[src/fams_fifo.sv]
// ----------------------------------------------------------------------------
// fams_fifo
// Small register queue with full and empty flags.
// ----------------------------------------------------------------------------
module fams_fifo #(
  parameter int WIDTH = 8,
  parameter int DEPTH = 2
) (
  input  logic             clk,
  input  logic             rst,
  input  logic             wr_en,
  input  logic [WIDTH-1:0] wr_data,
  input  logic             rd_en,
  output logic [WIDTH-1:0] rd_data,
  output logic             full,
  output logic             empty
);
  localparam int PW = (DEPTH > 1) ? $clog2(DEPTH) : 1;
  localparam int CW = $clog2(DEPTH + 1);

  logic [WIDTH-1:0] mem [DEPTH];
  logic [PW-1:0]    wr_ptr;
  logic [PW-1:0]    rd_ptr;
  logic [CW-1:0]    count;

  logic do_wr, do_rd;

  assign full    = (count == CW'(DEPTH));
  assign empty   = (count == '0);
  assign do_wr   = wr_en && !full;
  assign do_rd   = rd_en && !empty;
  assign rd_data = mem[rd_ptr];

  always_ff @(posedge clk) begin
    if (do_wr) begin
      mem[wr_ptr] <= wr_data;
    end
  end

  always_ff @(posedge clk) begin
    if (rst) begin
      wr_ptr <= '0;
      rd_ptr <= '0;
      count  <= '0;
    end else begin
      if (do_wr) begin
        wr_ptr <= (wr_ptr == PW'(DEPTH - 1)) ? '0 : wr_ptr + 1'b1;
      end
      if (do_rd) begin
        rd_ptr <= (rd_ptr == PW'(DEPTH - 1)) ? '0 : rd_ptr + 1'b1;
      end
      if (do_wr && !do_rd) begin
        count <= count + 1'b1;
      end else if (do_rd && !do_wr) begin
        count <= count - 1'b1;
      end
    end
  end

endmodule

[config.mk]
export PLATFORM = sky130hd
export DESIGN_NAME = fams_fifo
export DESIGN_NICKNAME = d
export VERILOG_FILES = /design/src/fams_fifo.sv
export SDC_FILE = /design/constraint.sdc
export NUM_CORES = 1
export LEC_CHECK = 0
export BUFFER_PORTS_ARGS = -buffer_cell sky130_fd_sc_hd__buf_2
export CAP_MARGIN = 20
export CORE_MARGIN = 5
export CORE_UTILIZATION = 48
export CTS_CLUSTER_DIAMETER = 40
export CTS_CLUSTER_SIZE = 20
export DETAILED_ROUTE_END_ITERATION = 7
export PLACE_DENSITY = 0.74
export SLEW_MARGIN = 40
export SYNTH_ARGS = -nofsm -noshare
export SYNTH_HDL_FRONTEND = slang
export SYNTH_SLANG_ARGS = --single-unit
[constraint.sdc]
create_clock -name clk -period 2 [get_ports clk]
set_input_delay 0.3 -clock clk [delete_from_list [all_inputs] [get_ports clk]]
set_output_delay 0.3 -clock clk [all_outputs]
set_load 0.02 [all_outputs]
==> reports/qor.csv <==
metric,value,unit
status,"complete, no violations",
path_cells,"mux2_2, buf_2",
fin_nets,88,
synth_top_area_cell,edfxtp_1,
wl,1200,um
switching_share,0.328,
post_cts_buffers,0,
fmax,601,MHz
required,1.70,ns
p_seq_frac,0.510,
end_kind,output port,
rows,14,
netlist_instances,50,
crit_arrival,1.36,ns
clockPowerShare,0.159,
grt_max_degree,12,
cts_sinks,21,
synth.cell_area,793,um2
finalMaxSlewViolations,0,
cap_viol_max_count,0,
cp_num_buf_inv,1,
drive_gt1_frac,0.446,
peakVddDrop,0.771,mV
grt-ovfl-total,0,
min_path_type,input port to flop,
grt_pass1_wl,2210,um
remaining_drc_errors,0,
max_stage_delay,0.54,ns
synth.net_count,63,
r2r_slack,0.43,ns
power_frac_comb,0.331,
powerDensity,1280,nW/um2
wl_per_cell,13.3,um
skew,0.00155,ns
synth_cell_types,13,
setup_violations,0,
insertion_delay,0.29,ns
yosysTopAreaCellShare,0.606,
fillers,139,
avgSynthCellArea,15.9,um2
final_hold_viol_count,0,
antenna_cells,0,
period_minus_slack,1.66,ns
ys_seq_elements,21,
path_clk_slew,0.10,ns
crit_family,flip-flops,
cts_resized,0,
ios,22,
place.gp.congestion,0.680,
fin_setup_tns,0,ns
crit_path_start_kind,flop,
mostFrequentLayoutCells,"buf_2 (21), edfxtp_1 (16), mux2_2 (8)",
layout-area-overhead-vs-synth,18.5,%
portBuffers,21,
antenna_found_initial,0,
ys_warn_count,0,
synthTopCellsByArea,"edfxtp_1 (61%), dfxtp_1 (13%), mux2_2 (11%), xor2_1 (3.3%), nor2_1 (2.4%)",
cts_buffers,3,
cp_max_fo,8,
leakage,0.378,nW
die_x,50.7,um
dpl_cell_area,913,um2
root_buffer,clkbuf_4,
vias,464,
synth.yosys.seq_area_share,0.732,
power,1.20,mW
htreeDepth,1,
fin_crit_sh,0.832,
p_int,0.806,mW
max_slew_margin,0.751,
cts_hold_buf,0,
first_iter_violations,8,
final_common_cell,buf_2,
worst_slew_pin_slew,0.373,ns
slowest_stage,dfxtp_1,
clockBufferDepth,2,
routed_via_density,5.16,
start_util,0.515,
grt_use_total,0.115,
core_area,1540,um2
critPathKind,flop to output port,
grt_setup_unrepaired,no,
finalInstanceArea,940,um2
dieArea,2570,um2
drtPass1Iterations,4,
ant_nets,0,
fin_util,0.610,
cts_tree,done,
die_h,50.7,um
power.switching,0.394,mW
post-dp-hpwl,914,um
grt_pass1_vias,494,
-- cell families (layout without fill, tap and decap cells) --
| family | after synthesis | after routing | synth area share |
|---|---|---|---|
| xor+xnor | 3 | 3 | 0.0331 |
| fa+ha+maj | 1 | 1 | 0.0158 |
| compound gates | 5 | 5 | 0.0315 |
| flops | 21 | 21 | 0.732 |
| mux | 8 | 8 | 0.114 |
| simple gates | 9 | 9 | 0.0584 |
| buf+inv | 3 | 27 | 0.0158 |
-- final cells by class --
| class | instances | area, um2 | area share |
|---|---|---|---|
| inverters | 2 | 7.51 | 0.00799 |
| clock buffers | 4 | 26.3 | 0.0280 |
| repair buffers | 21 | 105 | 0.112 |
| well taps | 16 | 20.0 | 0.0213 |
| flip-flops and latches | 21 | 581 | 0.618 |
| multi-input cells | 26 | 200 | 0.213 |
-- cells in the mapped netlist --
cell type and instances:
and2_1 1, o21ai_0 3, or3_1 2, ha_1 1, buf_2 1, inv_1 2, mux2_2 8, nor2_1 5
xor2_1 3, nor2b_2 1, edfxtp_1 16, dfxtp_1 5, a21oi_1 2
-- worst paths after layout --
check	from	endpoint	cells past startpoint
setup reg to reg	count[0]	count[1]	4
hold / removal	wr_data[3]	mem[0][3]	1
hold reg to reg	wr_ptr	wr_ptr	2
setup / recovery	flop	rd_data[2]	2
-- registers in the layout (all words and copies together) (netlist names), named ones only --
register,count
rd_ptr,1
wr_ptr,1
mem,16
count,2
-- power by group through the flow --
stage	Sequential (mW)	Clock, mW	Combinational, mW
2_1_floorplan	0.594	0	0.315
3_3_place_gp	0.621	0	0.396
3_5_place_dp	0.623	0	0.404
4_1_cts	0.614	0.200	0.406
5_1_grt	0.626	0.217	0.448
6_report	0.612	0.190	0.398
-- stage by stage --
step / hold slack [ns] / worst slack (ns) / cells
3_3_place_gp: 0.472 / 0.503 / 86
3_5_place_dp: 0.493 / 0.429 / 86
6_report: 0.188 / 0.337 / 90
5_1_grt: 0.173 / 0.248 / 90
4_1_cts: 0.180 / 0.301 / 90
2_1_floorplan: 0.369 / 0.413 / 50
-- metal layers --
layer | vias up | global-route usage | part of all wire
met5 | - | 0 | 0
met4 | 0 | 0.0638 | 0.028
met3 | 4 | 0.0355 | 0.084
met2 | 15 | 0.184 | 0.51
met1 | 217 | 0.137 | 0.38
li1 | 228 | - | -
Note: power is estimated with default switching activity, not from simulation.
