==> src/fams_pkg.sv <==
// ----------------------------------------------------------------------------
// fams_pkg
// Types and codes shared by the frame advance sequencer modules.
// ----------------------------------------------------------------------------
package fams_pkg;

  localparam int NUM_BUTTONS = 4;

  // button slots
  localparam logic [1:0] B_TRIG  = 2'd0;
  localparam logic [1:0] B_DIR   = 2'd1;
  localparam logic [1:0] B_SPEED = 2'd2;
  localparam logic [1:0] B_WAIT  = 2'd3;

  // blink length codes
  localparam logic [1:0] BLINK_SHORT  = 2'd0;
  localparam logic [1:0] BLINK_MEDIUM = 2'd1;
  localparam logic [1:0] BLINK_LONG   = 2'd2;

  // config register indexes
  localparam logic [2:0] R_OPEN_FWD   = 3'd0;
  localparam logic [2:0] R_OPEN_BACK  = 3'd1;
  localparam logic [2:0] R_OPEN_ANGLE = 3'd2;
  localparam logic [2:0] R_EXP_CUTOFF = 3'd3;
  localparam logic [2:0] R_HOLDOFF    = 3'd4;
  localparam logic [2:0] R_LONG_PRESS = 3'd5;
  localparam logic [2:0] R_DOUBLE_TAP = 3'd6;
  localparam logic [2:0] R_MIN_DELAY  = 3'd7;

  localparam logic [15:0] RST_OPEN_FWD   = 16'd19661;
  localparam logic [15:0] RST_OPEN_BACK  = 16'd19661;
  localparam logic [15:0] RST_OPEN_ANGLE = 16'd32768;
  localparam logic [15:0] RST_EXP_CUTOFF = 16'd250;
  localparam logic [11:0] RST_HOLDOFF    = 12'd100;
  localparam logic [15:0] RST_LONG_PRESS = 16'd1000;
  localparam logic [15:0] RST_DOUBLE_TAP = 16'd1000;
  localparam logic [15:0] RST_MIN_DELAY  = 16'd42;

  // one classified tick
  typedef struct packed {
    logic                   sw;
    logic [NUM_BUTTONS-1:0] press;
    logic [NUM_BUTTONS-1:0] rel;
  } item_t;

  typedef struct packed {
    logic run;
    logic lapse;
    logic delaying;
    logic timed;
    logic t_opening;
    logic t_open;
    logic t_closing;
    logic opening;
    logic closing;
    logic bulb;
    logic bulb_run;
    logic primed;
    logic backward;
    logic mfwd;
    logic mback;
  } flags_t;

  typedef struct packed {
    logic        motor_fwd_on;
    logic        motor_back_on;
    logic [1:0]  blink_count;
    logic [1:0]  blink_length;
    logic        is_running;
    logic        is_opening;
    logic        is_closing;
    logic        lapse_active;
    logic        bulb_enabled;
    logic [31:0] frame_total;
    logic [31:0] last_frame_ms;
    logic [31:0] mean_frame_ms;
  } result_t;

endpackage

==> src/fams_front.sv <==
// ----------------------------------------------------------------------------
// fams_front
// Turns button levels into press and release events per tick.
// ----------------------------------------------------------------------------
module fams_front
  import fams_pkg::*;
(
  input  logic  clk,
  input  logic  rst,
  input  logic  accept,
  input  logic  switch_level,
  input  logic  trigger_level,
  input  logic  dir_level,
  input  logic  speed_level,
  input  logic  wait_level,
  output item_t item
);
  logic [NUM_BUTTONS-1:0] button_prev;
  logic [NUM_BUTTONS-1:0] level;

  always_comb begin
    level         = '0;
    level[B_TRIG]  = trigger_level;
    level[B_DIR]   = dir_level;
    level[B_SPEED] = speed_level;
    level[B_WAIT]  = wait_level;
    item.sw    = switch_level;
    item.press = button_prev & ~level;
    item.rel   = ~button_prev & level;
  end

  always_ff @(posedge clk) begin
    if (rst) begin
      button_prev <= '1;
    end else if (accept) begin
      button_prev <= level;
    end
  end

endmodule

==> config.mk <==
export PLATFORM = sky130hd
export DESIGN_NAME = fams_front
export DESIGN_NICKNAME = d
export VERILOG_FILES = /design/src/fams_pkg.sv /design/src/fams_front.sv
export SDC_FILE = /design/constraint.sdc
export NUM_CORES = 1
export LEC_CHECK = 0
export BUFFER_PORTS_ARGS = -buffer_cell sky130_fd_sc_hd__buf_2
export CAP_MARGIN = 20
export CORE_AREA = 2 2 39 41
export DETAILED_ROUTE_END_ITERATION = 6
export DIE_AREA = 0 0 41 43
export GPL_TIMING_DRIVEN = 0
export PLACE_DENSITY = 0.44
export REMOVE_ABC_BUFFERS = 1
export SYNTH_ARGS = -nofsm -noshare
export SYNTH_HDL_FRONTEND = slang
export SYNTH_SLANG_ARGS = --single-unit
==> constraint.sdc <==
create_clock -name clk -period 1.3 [get_ports clk]
set_clock_uncertainty 0.15 [all_clocks]
set_input_delay 0.065 -clock clk [delete_from_list [all_inputs] [get_ports clk]]
set_output_delay 0.065 -clock clk [all_outputs]
set_load 0.02 [all_outputs]
==> out/metrics.csv, run 1 <==
stage,metric,value,unit
outcome,status,"complete, no violations",
detailed_routing,Vias per Instance,3.81,
critical_path,critical path data required time,1.09,ns
yosys,"Seq/Total Area, Yosys",40.5,%
floorplan,Die X,41,µm
yosys,Netlist cell types,4,
critical_path,worst path cell trace,dlygate4sd3_1 > buf_2 > nor2b_1 > buf_2,
cts,CTS tree,built,
yosys,share of Yosys cell area claimed by the top area cell type,40.5,%
floorplan,Die Area,1760,µm²
cts,worst skew pair latency,0.23,ns
critical_path,number of buffers and inverters on the critical path,3,
critical_path,crit path max fanout,3,
placed_design,final weighted congestion in routability-driven placement,0.616,
global_routing,first-pass GRT wire length,765,µm
floorplan,# rows,14,
yosys,"area leader, netlist",dfxtp_1,
yosys,Synth warnings,0,
critical_path,"Arr. time, crit path",1.01,ns
timing,Final Slew Violations,0,
critical_path,Crit path largest cell delay,0.54,ns
power_and_ir_drop,P_leak,0.173,nW
yosys,top-count cell post-synth,nor2b_1,
critical_path,class of the most critical setup path,input pin to primary output,
cts,Post-CTS Resized,0,
timing,Worst Hold Slack,0.0120,ns
yosys,syn_area_per_cell,9.41,µm²
yosys,Post-Synthesis Cells,21,
yosys,synth top area cells,"dfxtp_1, nor2b_1, a211o_1",
yosys,Post-synth top cells,"nor2b_1, a211o_1, dfxtp_1, buf_4",
yosys,register bit total from synthesis,4,
floorplan,core area,1380,µm²
placed_design,Final HPWL DP,347,µm
cts,Root Buffer,clkbuf_4,
detailed_routing,drc violations,0,
yosys,prevailing post-synth register cell,dfxtp_1,
cells_and_area,share of cells above drive strength 1,39.5,%
global_routing,initial antenna violation count,0,
detailed_routing,Routed wire per std cell,8.83,µm
detailed_routing,Detailed Route WL,521,µm
critical_path,dominant cell type by count on the critical path,buf_2,
timing,setup repair after global routing missed its margin,false,
floorplan,Die Span Y,43,µm
detailed_routing,initial drt markers,1,
placed_design,Place WS,0.393,ns
timing,setup TNS,0,ns
timing,final worst slack,0.0762,ns
run,Max Cap Viol,0,
cells_and_area,n_diodes,0,
timing,post-route minimum period,1.22,ns
cells_and_area,"final std cell area, no fill",363,µm²
global_routing,largest net degree at the start of global routing,9,
global_routing,vias in the first global route,177,
cells_and_area,Largest register FFs,4,
yosys,"EDFF count, synth",0,
power_and_ir_drop,PwrDens,1050,nW/µm²
timing,Final Hold Fails,0,
critical_path,critical path endpoint category,primary output,
yosys,synthesized area,198,µm²
detailed_routing,post-route antenna net violation count,0,
floorplan,I/O Pins,17,
global_routing,grt ovf,0,
timing,Final setup viols,0,
detailed_routing,drt first pass iters,2,
yosys,Async SR Flop Fraction,0,%
cts,total number of clock tree sinks,4,
cells_and_area,biggest regs,button_prev: 4 flops,
timing,Peak Freq,817,MHz
cts,CTS HTree Levels,1,
critical_path,critical path's slowest cell,dlygate4sd3_1,
timing,Slew @ Worst Pin,0.217,ns
critical_path,Startpoint Class,input pin,
hold_path,HP Class,input pin to flip-flop,
placed_design,DP Area,280,µm²
floorplan,Starting Density,14.3,%
global_routing,Total GRT Usage,7.13,%
cts,Clock transition at path regs,0.04,ns
cts,Clock Tree Buf Depth,2,
timing,Rel. slew slack,85.5,%
cts,CTS Buf Count,3,
cells_and_area,Syn-to-layout area delta,83.5,%
critical_path,"delay-heaviest family, CP",buffers and inverters,
power_and_ir_drop,VDD IR max,0.318,mV
cells_and_area,largest register by flop count,button_prev,
cts,postcts setup bufs,0,
cells_and_area,Final nets,53,
placed_design,IO Port Bufs,14,
detailed_routing,Via Count,225,
timing,period utilization,94.1,%
==> per-layer routing <==
| layer | vias to the layer above | wire length (µm) | share of wire [%] | track usage (%) |
|---|---|---|---|---|
| li1 | 116 | - | - | - |
| met1 | 102 | 194 | 37 | 6.43 |
| met2 | 7 | 288 | 55 | 10.3 |
| met3 | 0 | 38 | 7.3 | 4.71 |
| met4 | 0 | 0 | 0 | 6.00 |
| met5 | - | 0 | 0 | 0 |
==> layout make-up <==
type	count	area [µm²]
timing repair buffer	20	130
tap	16	20.0
clock buffer	3	22.5
multi-input combinational	16	110
sequential	4	80.1
fill	160	1020
==> worst paths after layout <==
check                      start              to  slack (ns)  cells past startpoint
hold / removal            accept  button_prev[0]        0.01                      2
setup reg to reg  button_prev[3]  button_prev[3]        0.39                      2
hold reg to reg   button_prev[1]  button_prev[1]        0.43                      2
setup / recovery   trigger_level         item[0]        0.08                      4
==> placed cells by master, fill, tap and decap left out, drive strengths merged <==
| cell | count |
|---|---|
| dfxtp | 4 |
| a211o | 4 |
| dlygate4sd3 | 6 |
| nor2b | 12 |
| buf | 14 |
| clkbuf | 3 |
==> stage by stage <==
step	total power, mW	utilization, %	instances
global route	0.410	26.2	59
finish	0.380	26.2	59
CTS	0.388	26.2	59
global placement	0.212	20.3	50
floorplan	0.181	-	20
detailed placement	0.214	20.3	50
==> report_power, final <==
| part | internal [mW] | total [mW] | leakage (nW) | switching (mW) |
|---|---|---|---|---|
| clock | 0.103 | 0.153 | 0.0138 | 0.0497 |
| sequential | 0.132 | 0.137 | 0.0334 | 0.00483 |
| combinational | 0.0452 | 0.0904 | 0.126 | 0.0452 |
| total | 0.281 | 0.380 | 0.173 | 0.0997 |
==> worst register-to-register path, delay by kind of cell (launching register included) <==
| family | cells | cell delay, ns |
|---|---|---|
| flops | 1 | 0.31 |
| compound gates | 1 | 0.22 |
| simple gates | 1 | 0.12 |
==> timing repair <==
action                                  CTS  global route
endpoints found under the hold margin     5             0
endpoints found under the setup margin    0             0
hold buffers                              6             0
==> cells by family after synthesis <==
family,after synthesis,share of synthesized area [%]
AND/OR/NAND/NOR,12,38.0
AO/OA/AOI/OAI,4,17.7
buffers and inverters,1,3.80
flip-flops,4,40.5
(Power assumes the default switching activity.)
==> inputs of run 2 (changes only) <==
--- a/config.mk
+++ b/config.mk
@@ -5,7 +5,7 @@
 export SDC_FILE = /design/constraint.sdc
 export NUM_CORES = 1
 export LEC_CHECK = 0
-export BUFFER_PORTS_ARGS = -buffer_cell sky130_fd_sc_hd__buf_2
+export BUFFER_PORTS_ARGS = -buffer_cell sky130_fd_sc_hd__buf_4
 export CAP_MARGIN = 20
 export CORE_AREA = 2 2 39 41
 export DETAILED_ROUTE_END_ITERATION = 6
==> run 2 against run 1 <==
- die area unchanged
- combinational power is 18% higher
- register-to-register slack about the same
- via count unchanged
- worst setup slack got worse by 0.0038 ns
- total power is 4.6% higher
- core utilization increased by 3.3 points
- non-clock buffer count increased by 1
- critical path type unchanged
- largest cell class unchanged
==> out/metrics.csv, run 2 (same netlist as run 1, synthesis figures left out) <==
stage,metric,value,unit,change
critical_path,critical path's slowest cell,dlygate4sd3_1,,unchanged
power_and_ir_drop,Total Power,0.398,mW,was 0.380 mW
critical_path,critical path data required time,1.09,ns,about the same
detailed_routing,initial drt markers,2,,was 1
critical_path,crit path max fanout,3,,unchanged
placed_design,DP Area,315,µm²,was 280 µm²
cts,Clock Tree Buf Depth,2,,unchanged
cts,Root Buffer,clkbuf_4,,unchanged
hold_path,HP Class,flip-flop to flip-flop,,was input pin to flip-flop
floorplan,Die X,41,µm,unchanged
cts,CTS HTree Levels,1,,unchanged
critical_path,dominant cell type by count on the critical path,buf_4,,was buf_2
floorplan,Die Area,1760,µm²,unchanged
floorplan,core area,1380,µm²,unchanged
floorplan,Starting Density,14.3,%,unchanged
cts,Post-CTS Resized,0,,unchanged
timing,post-route minimum period,1.23,ns,was 1.22 ns
timing,Rel. slew slack,85.5,%,unchanged
critical_path,worst path cell trace,dlygate4sd3_1 > buf_4 > nor2b_1 > buf_4,,was dlygate4sd3_1 > buf_2 > nor2b_1 > buf_2
timing,Final setup viols,0,,unchanged
floorplan,I/O Pins,17,,unchanged
placed_design,IO Port Bufs,14,,unchanged
detailed_routing,Routed wire per std cell,8.22,µm,was 8.83 µm
timing,period utilization,94.4,%,was 94.1%
global_routing,first-pass GRT wire length,641,µm,was 765 µm
cells_and_area,share of cells above drive strength 1,38.6,%,was 39.5%
cells_and_area,Syn-to-layout area delta,106,%,was 83.5%
timing,Slew @ Worst Pin,0.217,ns,unchanged
detailed_routing,Vias per Instance,3.75,,was 3.81
detailed_routing,drt first pass iters,2,,unchanged
timing,Final Hold Fails,0,,unchanged
cts,worst skew pair latency,0.23,ns,about the same
cts,CTS tree,built,,unchanged
timing,Final Slew Violations,0,,unchanged
power_and_ir_drop,VDD IR max,0.437,mV,was 0.318 mV
detailed_routing,Detailed Route WL,493,µm,was 521 µm
power_and_ir_drop,P_leak,0.185,nW,was 0.173 nW
placed_design,final weighted congestion in routability-driven placement,0.632,,was 0.616
run,Max Cap Viol,0,,unchanged
timing,setup repair after global routing missed its margin,false,,unchanged
power_and_ir_drop,PwrDens,975,nW/µm²,was 1050 nW/µm²
critical_path,Startpoint Class,input pin,,unchanged
cells_and_area,post-layout util,29.5,%,was 26.2%
detailed_routing,Via Count,225,,unchanged
cells_and_area,most frequent cells in the layout,"buf_4, nor2b_1, dlygate4sd3_1",,"was buf_2, nor2b_1, dlygate4sd3_1"
floorplan,Die Span Y,43,µm,unchanged
timing,Peak Freq,815,MHz,was 817 MHz
cts,total number of clock tree sinks,4,,unchanged
global_routing,vias in the first global route,168,,was 177
cts,Hold Buf Count CTS,7,,was 6
cells_and_area,Fillers,147,,was 160
critical_path,critical path endpoint category,primary output,,unchanged
cts,Clock transition at path regs,0.04,ns,about the same
cts,CTS Buf Count,3,,unchanged
critical_path,Crit path largest cell delay,0.54,ns,about the same
detailed_routing,post-route antenna net violation count,0,,unchanged
global_routing,grt ovf,0,,unchanged
cells_and_area,"final std cell area, no fill",408,µm²,was 363 µm²
cells_and_area,Largest register FFs,4,,unchanged
detailed_routing,drc violations,0,,unchanged
critical_path,"Arr. time, crit path",1.01,ns,about the same
cells_and_area,Final nets,54,,was 53
cells_and_area,largest register by flop count,button_prev,,unchanged
cells_and_area,n_diodes,0,,unchanged
cells_and_area,"commonest non-fill, non-tap cell in the layout",buf_4,,was buf_2
outcome,status,"complete, no violations",,unchanged
floorplan,# rows,14,,unchanged
global_routing,initial antenna violation count,0,,unchanged
critical_path,class of the most critical setup path,input pin to primary output,,unchanged
global_routing,largest net degree at the start of global routing,9,,unchanged
timing,setup TNS,0,ns,unchanged
cts,postcts setup bufs,0,,unchanged
global_routing,Total GRT Usage,6.02,%,was 7.13%
cells_and_area,biggest regs,button_prev: 4 flops,,unchanged
## run 2: path summary, 6_finish.rpt
kind	start	slack (ns)	cells after the start	to
setup / recovery	trigger_level	0.07	4	item[0]
setup reg to reg	button_prev[3]	0.39	2	button_prev[3]
hold reg to reg	button_prev[0]	0.43	2	button_prev[0]
hold / removal	button_prev[0]	0.43	2	button_prev[0]
## run 2: cell type report
class / count / area (µm²) / area share (%)
tap: 16 / 20.0 / 4.91
timing repair buffer: 21 / 175 / 42.9
clock buffer: 3 / 22.5 / 5.52
multi-input combinational: 16 / 110 / 27.0
sequential: 4 / 80.1 / 19.6
## run 2: per-stage QoR
step	hold WS (ns)	std cells	setup WS (ns)
floorplan	-0.0200	20	0.421
global placement	-0.0199	50	0.407
detailed placement	-0.0199	50	0.398
CTS	0.428	60	0.0694
global route	0.452	60	0.0139
finish	0.428	60	0.0724
## run 2: layer usage
metal,wire length (µm),share of wire (%),GRT usage (%)
met1,219,44,6.43
met2,232,47,6.88
met3,40,8.1,6.28
met4,0,0,4.00
met5,0,0,0
## run 2: where the power goes
part | total (mW) | switching (mW) | internal, mW | leakage (nW)
clock network | 0.154 | 0.0508 | 0.103 | 0.0138
registers | 0.137 | 0.00462 | 0.132 | 0.0334
logic | 0.107 | 0.0464 | 0.0605 | 0.138
## run 2: worst max-delay path: cells and delay by family
family                 cells  cell delay, ns
and+or+nand+nor            1            0.12
buffers and inverters      3            0.83
==> inputs of run 3 (changes only) <==
==> constraint.sdc (replaced) <==
create_clock -name clk -period 1.16 [get_ports clk]
set_clock_uncertainty 0.15 [all_clocks]
set_input_delay 0.058 -clock clk [delete_from_list [all_inputs] [get_ports clk]]
set_output_delay 0.058 -clock clk [all_outputs]
set_load 0.02 [all_outputs]
==> run 3 against run 2 <==
- routed wire length rose by 5.1%
- register-to-register slack got worse by 0.13 ns
- worst setup slack improved by 0.023 ns
- largest power group unchanged
- global-route usage rose by 0.80 points
- combinational power rose by 12%
- critical path type is now input pin to flip-flop
- critical path depth fell by 1
- largest cell class unchanged
- clock power rose by 15%
- highest routed layer unchanged
- sequential cell count did not move
==> out/metrics.csv, run 3 (same netlist as run 1, synthesis figures left out) <==
stage,metric,value,unit,change
cells_and_area,biggest regs,button_prev: 4 flops,,unchanged
hold_path,HP Class,input pin to primary output,,was flip-flop to flip-flop
timing,Final setup viols,0,,unchanged
cells_and_area,n_diodes,0,,unchanged
cells_and_area,"commonest non-fill, non-tap cell in the layout",buf_4,,unchanged
global_routing,vias in the first global route,184,,was 168
timing,Slew @ Worst Pin,0.217,ns,unchanged
detailed_routing,Detailed Route WL,518,µm,was 493 µm
global_routing,grt ovf,0,,unchanged
timing,Rel. slew slack,85.5,%,unchanged
critical_path,"Arr. time, crit path",1.04,ns,was 1.01 ns
power_and_ir_drop,P_leak,0.185,nW,unchanged
detailed_routing,Vias per Instance,3.83,,was 3.75
cts,Clock Tree Buf Depth,2,,unchanged
power_and_ir_drop,Total Power,0.450,mW,was 0.398 mW
floorplan,Starting Density,14.3,%,unchanged
timing,setup TNS,0,ns,unchanged
cells_and_area,most frequent cells in the layout,"buf_4, nor2b_1, dlygate4sd3_1",,unchanged
placed_design,DP Area,315,µm²,unchanged
critical_path,critical path data required time,1.14,ns,was 1.09 ns
critical_path,number of buffers and inverters on the critical path,2,,was 3
detailed_routing,initial drt markers,1,,was 2
cts,total number of clock tree sinks,4,,unchanged
floorplan,I/O Pins,17,,unchanged
power_and_ir_drop,PwrDens,1100,nW/µm²,was 975 nW/µm²
cts,Clock transition at path regs,0.04,ns,about the same
run,Max Cap Viol,0,,unchanged
power_and_ir_drop,VDD IR max,0.501,mV,was 0.437 mV
cells_and_area,"final std cell area, no fill",408,µm²,unchanged
cells_and_area,Largest register FFs,4,,unchanged
cells_and_area,post-layout util,29.5,%,unchanged
cells_and_area,Final nets,54,,unchanged
cts,CTS HTree Levels,1,,unchanged
critical_path,critical path endpoint category,flip-flop,,was primary output
global_routing,initial antenna violation count,0,,unchanged
floorplan,Die Span Y,43,µm,unchanged
detailed_routing,Via Count,230,,was 225
critical_path,Startpoint Class,input pin,,unchanged
detailed_routing,drt first pass iters,2,,unchanged
floorplan,# rows,14,,unchanged
critical_path,"delay-heaviest family, CP",buffers and inverters,,unchanged
timing,Peak Freq,939,MHz,
detailed_routing,drc violations,0,,unchanged
detailed_routing,Routed wire per std cell,8.63,µm,was 8.22 µm
global_routing,first-pass GRT wire length,717,µm,was 641 µm
timing,Final Hold Fails,0,,unchanged
timing,Final Slew Violations,0,,unchanged
critical_path,worst path cell trace,dlygate4sd3_1 > buf_4 > a211o_1,,was dlygate4sd3_1 > buf_4 > nor2b_1 > buf_4
cells_and_area,largest register by flop count,button_prev,,unchanged
cells_and_area,Fillers,149,,was 147
global_routing,Total GRT Usage,6.83,%,was 6.02%
placed_design,IO Port Bufs,14,,unchanged
cells_and_area,Syn-to-layout area delta,106,%,unchanged
cts,worst skew pair latency,0.24,ns,was 0.23 ns
critical_path,critical path's slowest cell,dlygate4sd3_1,,unchanged
placed_design,final weighted congestion in routability-driven placement,0.632,,unchanged
floorplan,core area,1380,µm²,unchanged
critical_path,crit path max fanout,8,,was 3
critical_path,Crit path largest cell delay,0.54,ns,about the same
timing,post-route minimum period,1.06,ns,
timing,period utilization,91.8,%,
floorplan,Die X,41,µm,unchanged
floorplan,Die Area,1760,µm²,unchanged
cts,CTS tree,built,,unchanged
timing,setup repair after global routing missed its margin,false,,unchanged
global_routing,largest net degree at the start of global routing,9,,unchanged
detailed_routing,post-route antenna net violation count,0,,unchanged
cts,Post-CTS Resized,0,,unchanged
cts,CTS Buf Count,3,,unchanged
critical_path,class of the most critical setup path,input pin to flip-flop,,was input pin to primary output
outcome,status,"complete, no violations",,unchanged
cts,Root Buffer,clkbuf_4,,unchanged
cells_and_area,share of cells above drive strength 1,38.6,%,unchanged
run 3: cell counts in the layout (fill, tap and decap cells not counted):
Identical to the previous run, type by type.
run 3: final timing paths:
kind | from | to | slack [ns] | cells after the start
max | accept | button_prev[3] | 0.1 | 3
min | dir_level | item[5] | 0.23 | 3
max reg2reg | button_prev[3] | button_prev[3] | 0.26 | 2
min reg2reg | button_prev[0] | button_prev[0] | 0.43 | 2
run 3: final cells by class:
class	count	area, µm²	share of cell area (%)
flip-flops and latches	4	80.1	19.6
multi-input cells	16	110	27.0
clock buffers	3	22.5	5.52
well taps	16	20.0	4.91
repair buffers	21	175	42.9
run 3: timing repair:
item	CTS	global route
hold endpoints to repair	5	0
setup endpoints to repair	0	0
hold buffers	7	0
setup buffers	0	0
run 3: power by group:
group / switching [mW] / internal, mW / leakage (nW) / total [mW]
Clock: 0.0605 / 0.116 / 0.0138 / 0.177
Combinational: 0.0521 / 0.0679 / 0.138 / 0.120
Sequential: 0.00519 / 0.148 / 0.0334 / 0.153
run 3: stage by stage:
stage / hold WS, ns / cells / worst slack, ns
6_report: 0.230 / 60 / 0.0950
4_1_cts: 0.231 / 60 / 0.0923
5_1_grt: 0.240 / 60 / 0.00834
2_1_floorplan: -0.0340 / 20 / 0.281
3_5_place_dp: -0.0339 / 50 / 0.258
3_3_place_gp: -0.0339 / 50 / 0.267
run 3: tightest hold or removal path, cell delays in order:
cell and delay [ns]:
buf_4 0.09, nor2b_1 0.03, buf_4 0.14
run 3: metal layers:
metal / vias to the layer above / wire length (µm) / share of wire [%] / global-route usage [%]
met5: - / 0 / 0 / 0
met4: 0 / 0 / 0 / 6.00
met3: 0 / 36 / 6.9 / 6.28
met2: 7 / 253 / 49 / 7.81
met1: 105 / 228 / 44 / 7.07
li1: 118 / - / - / -
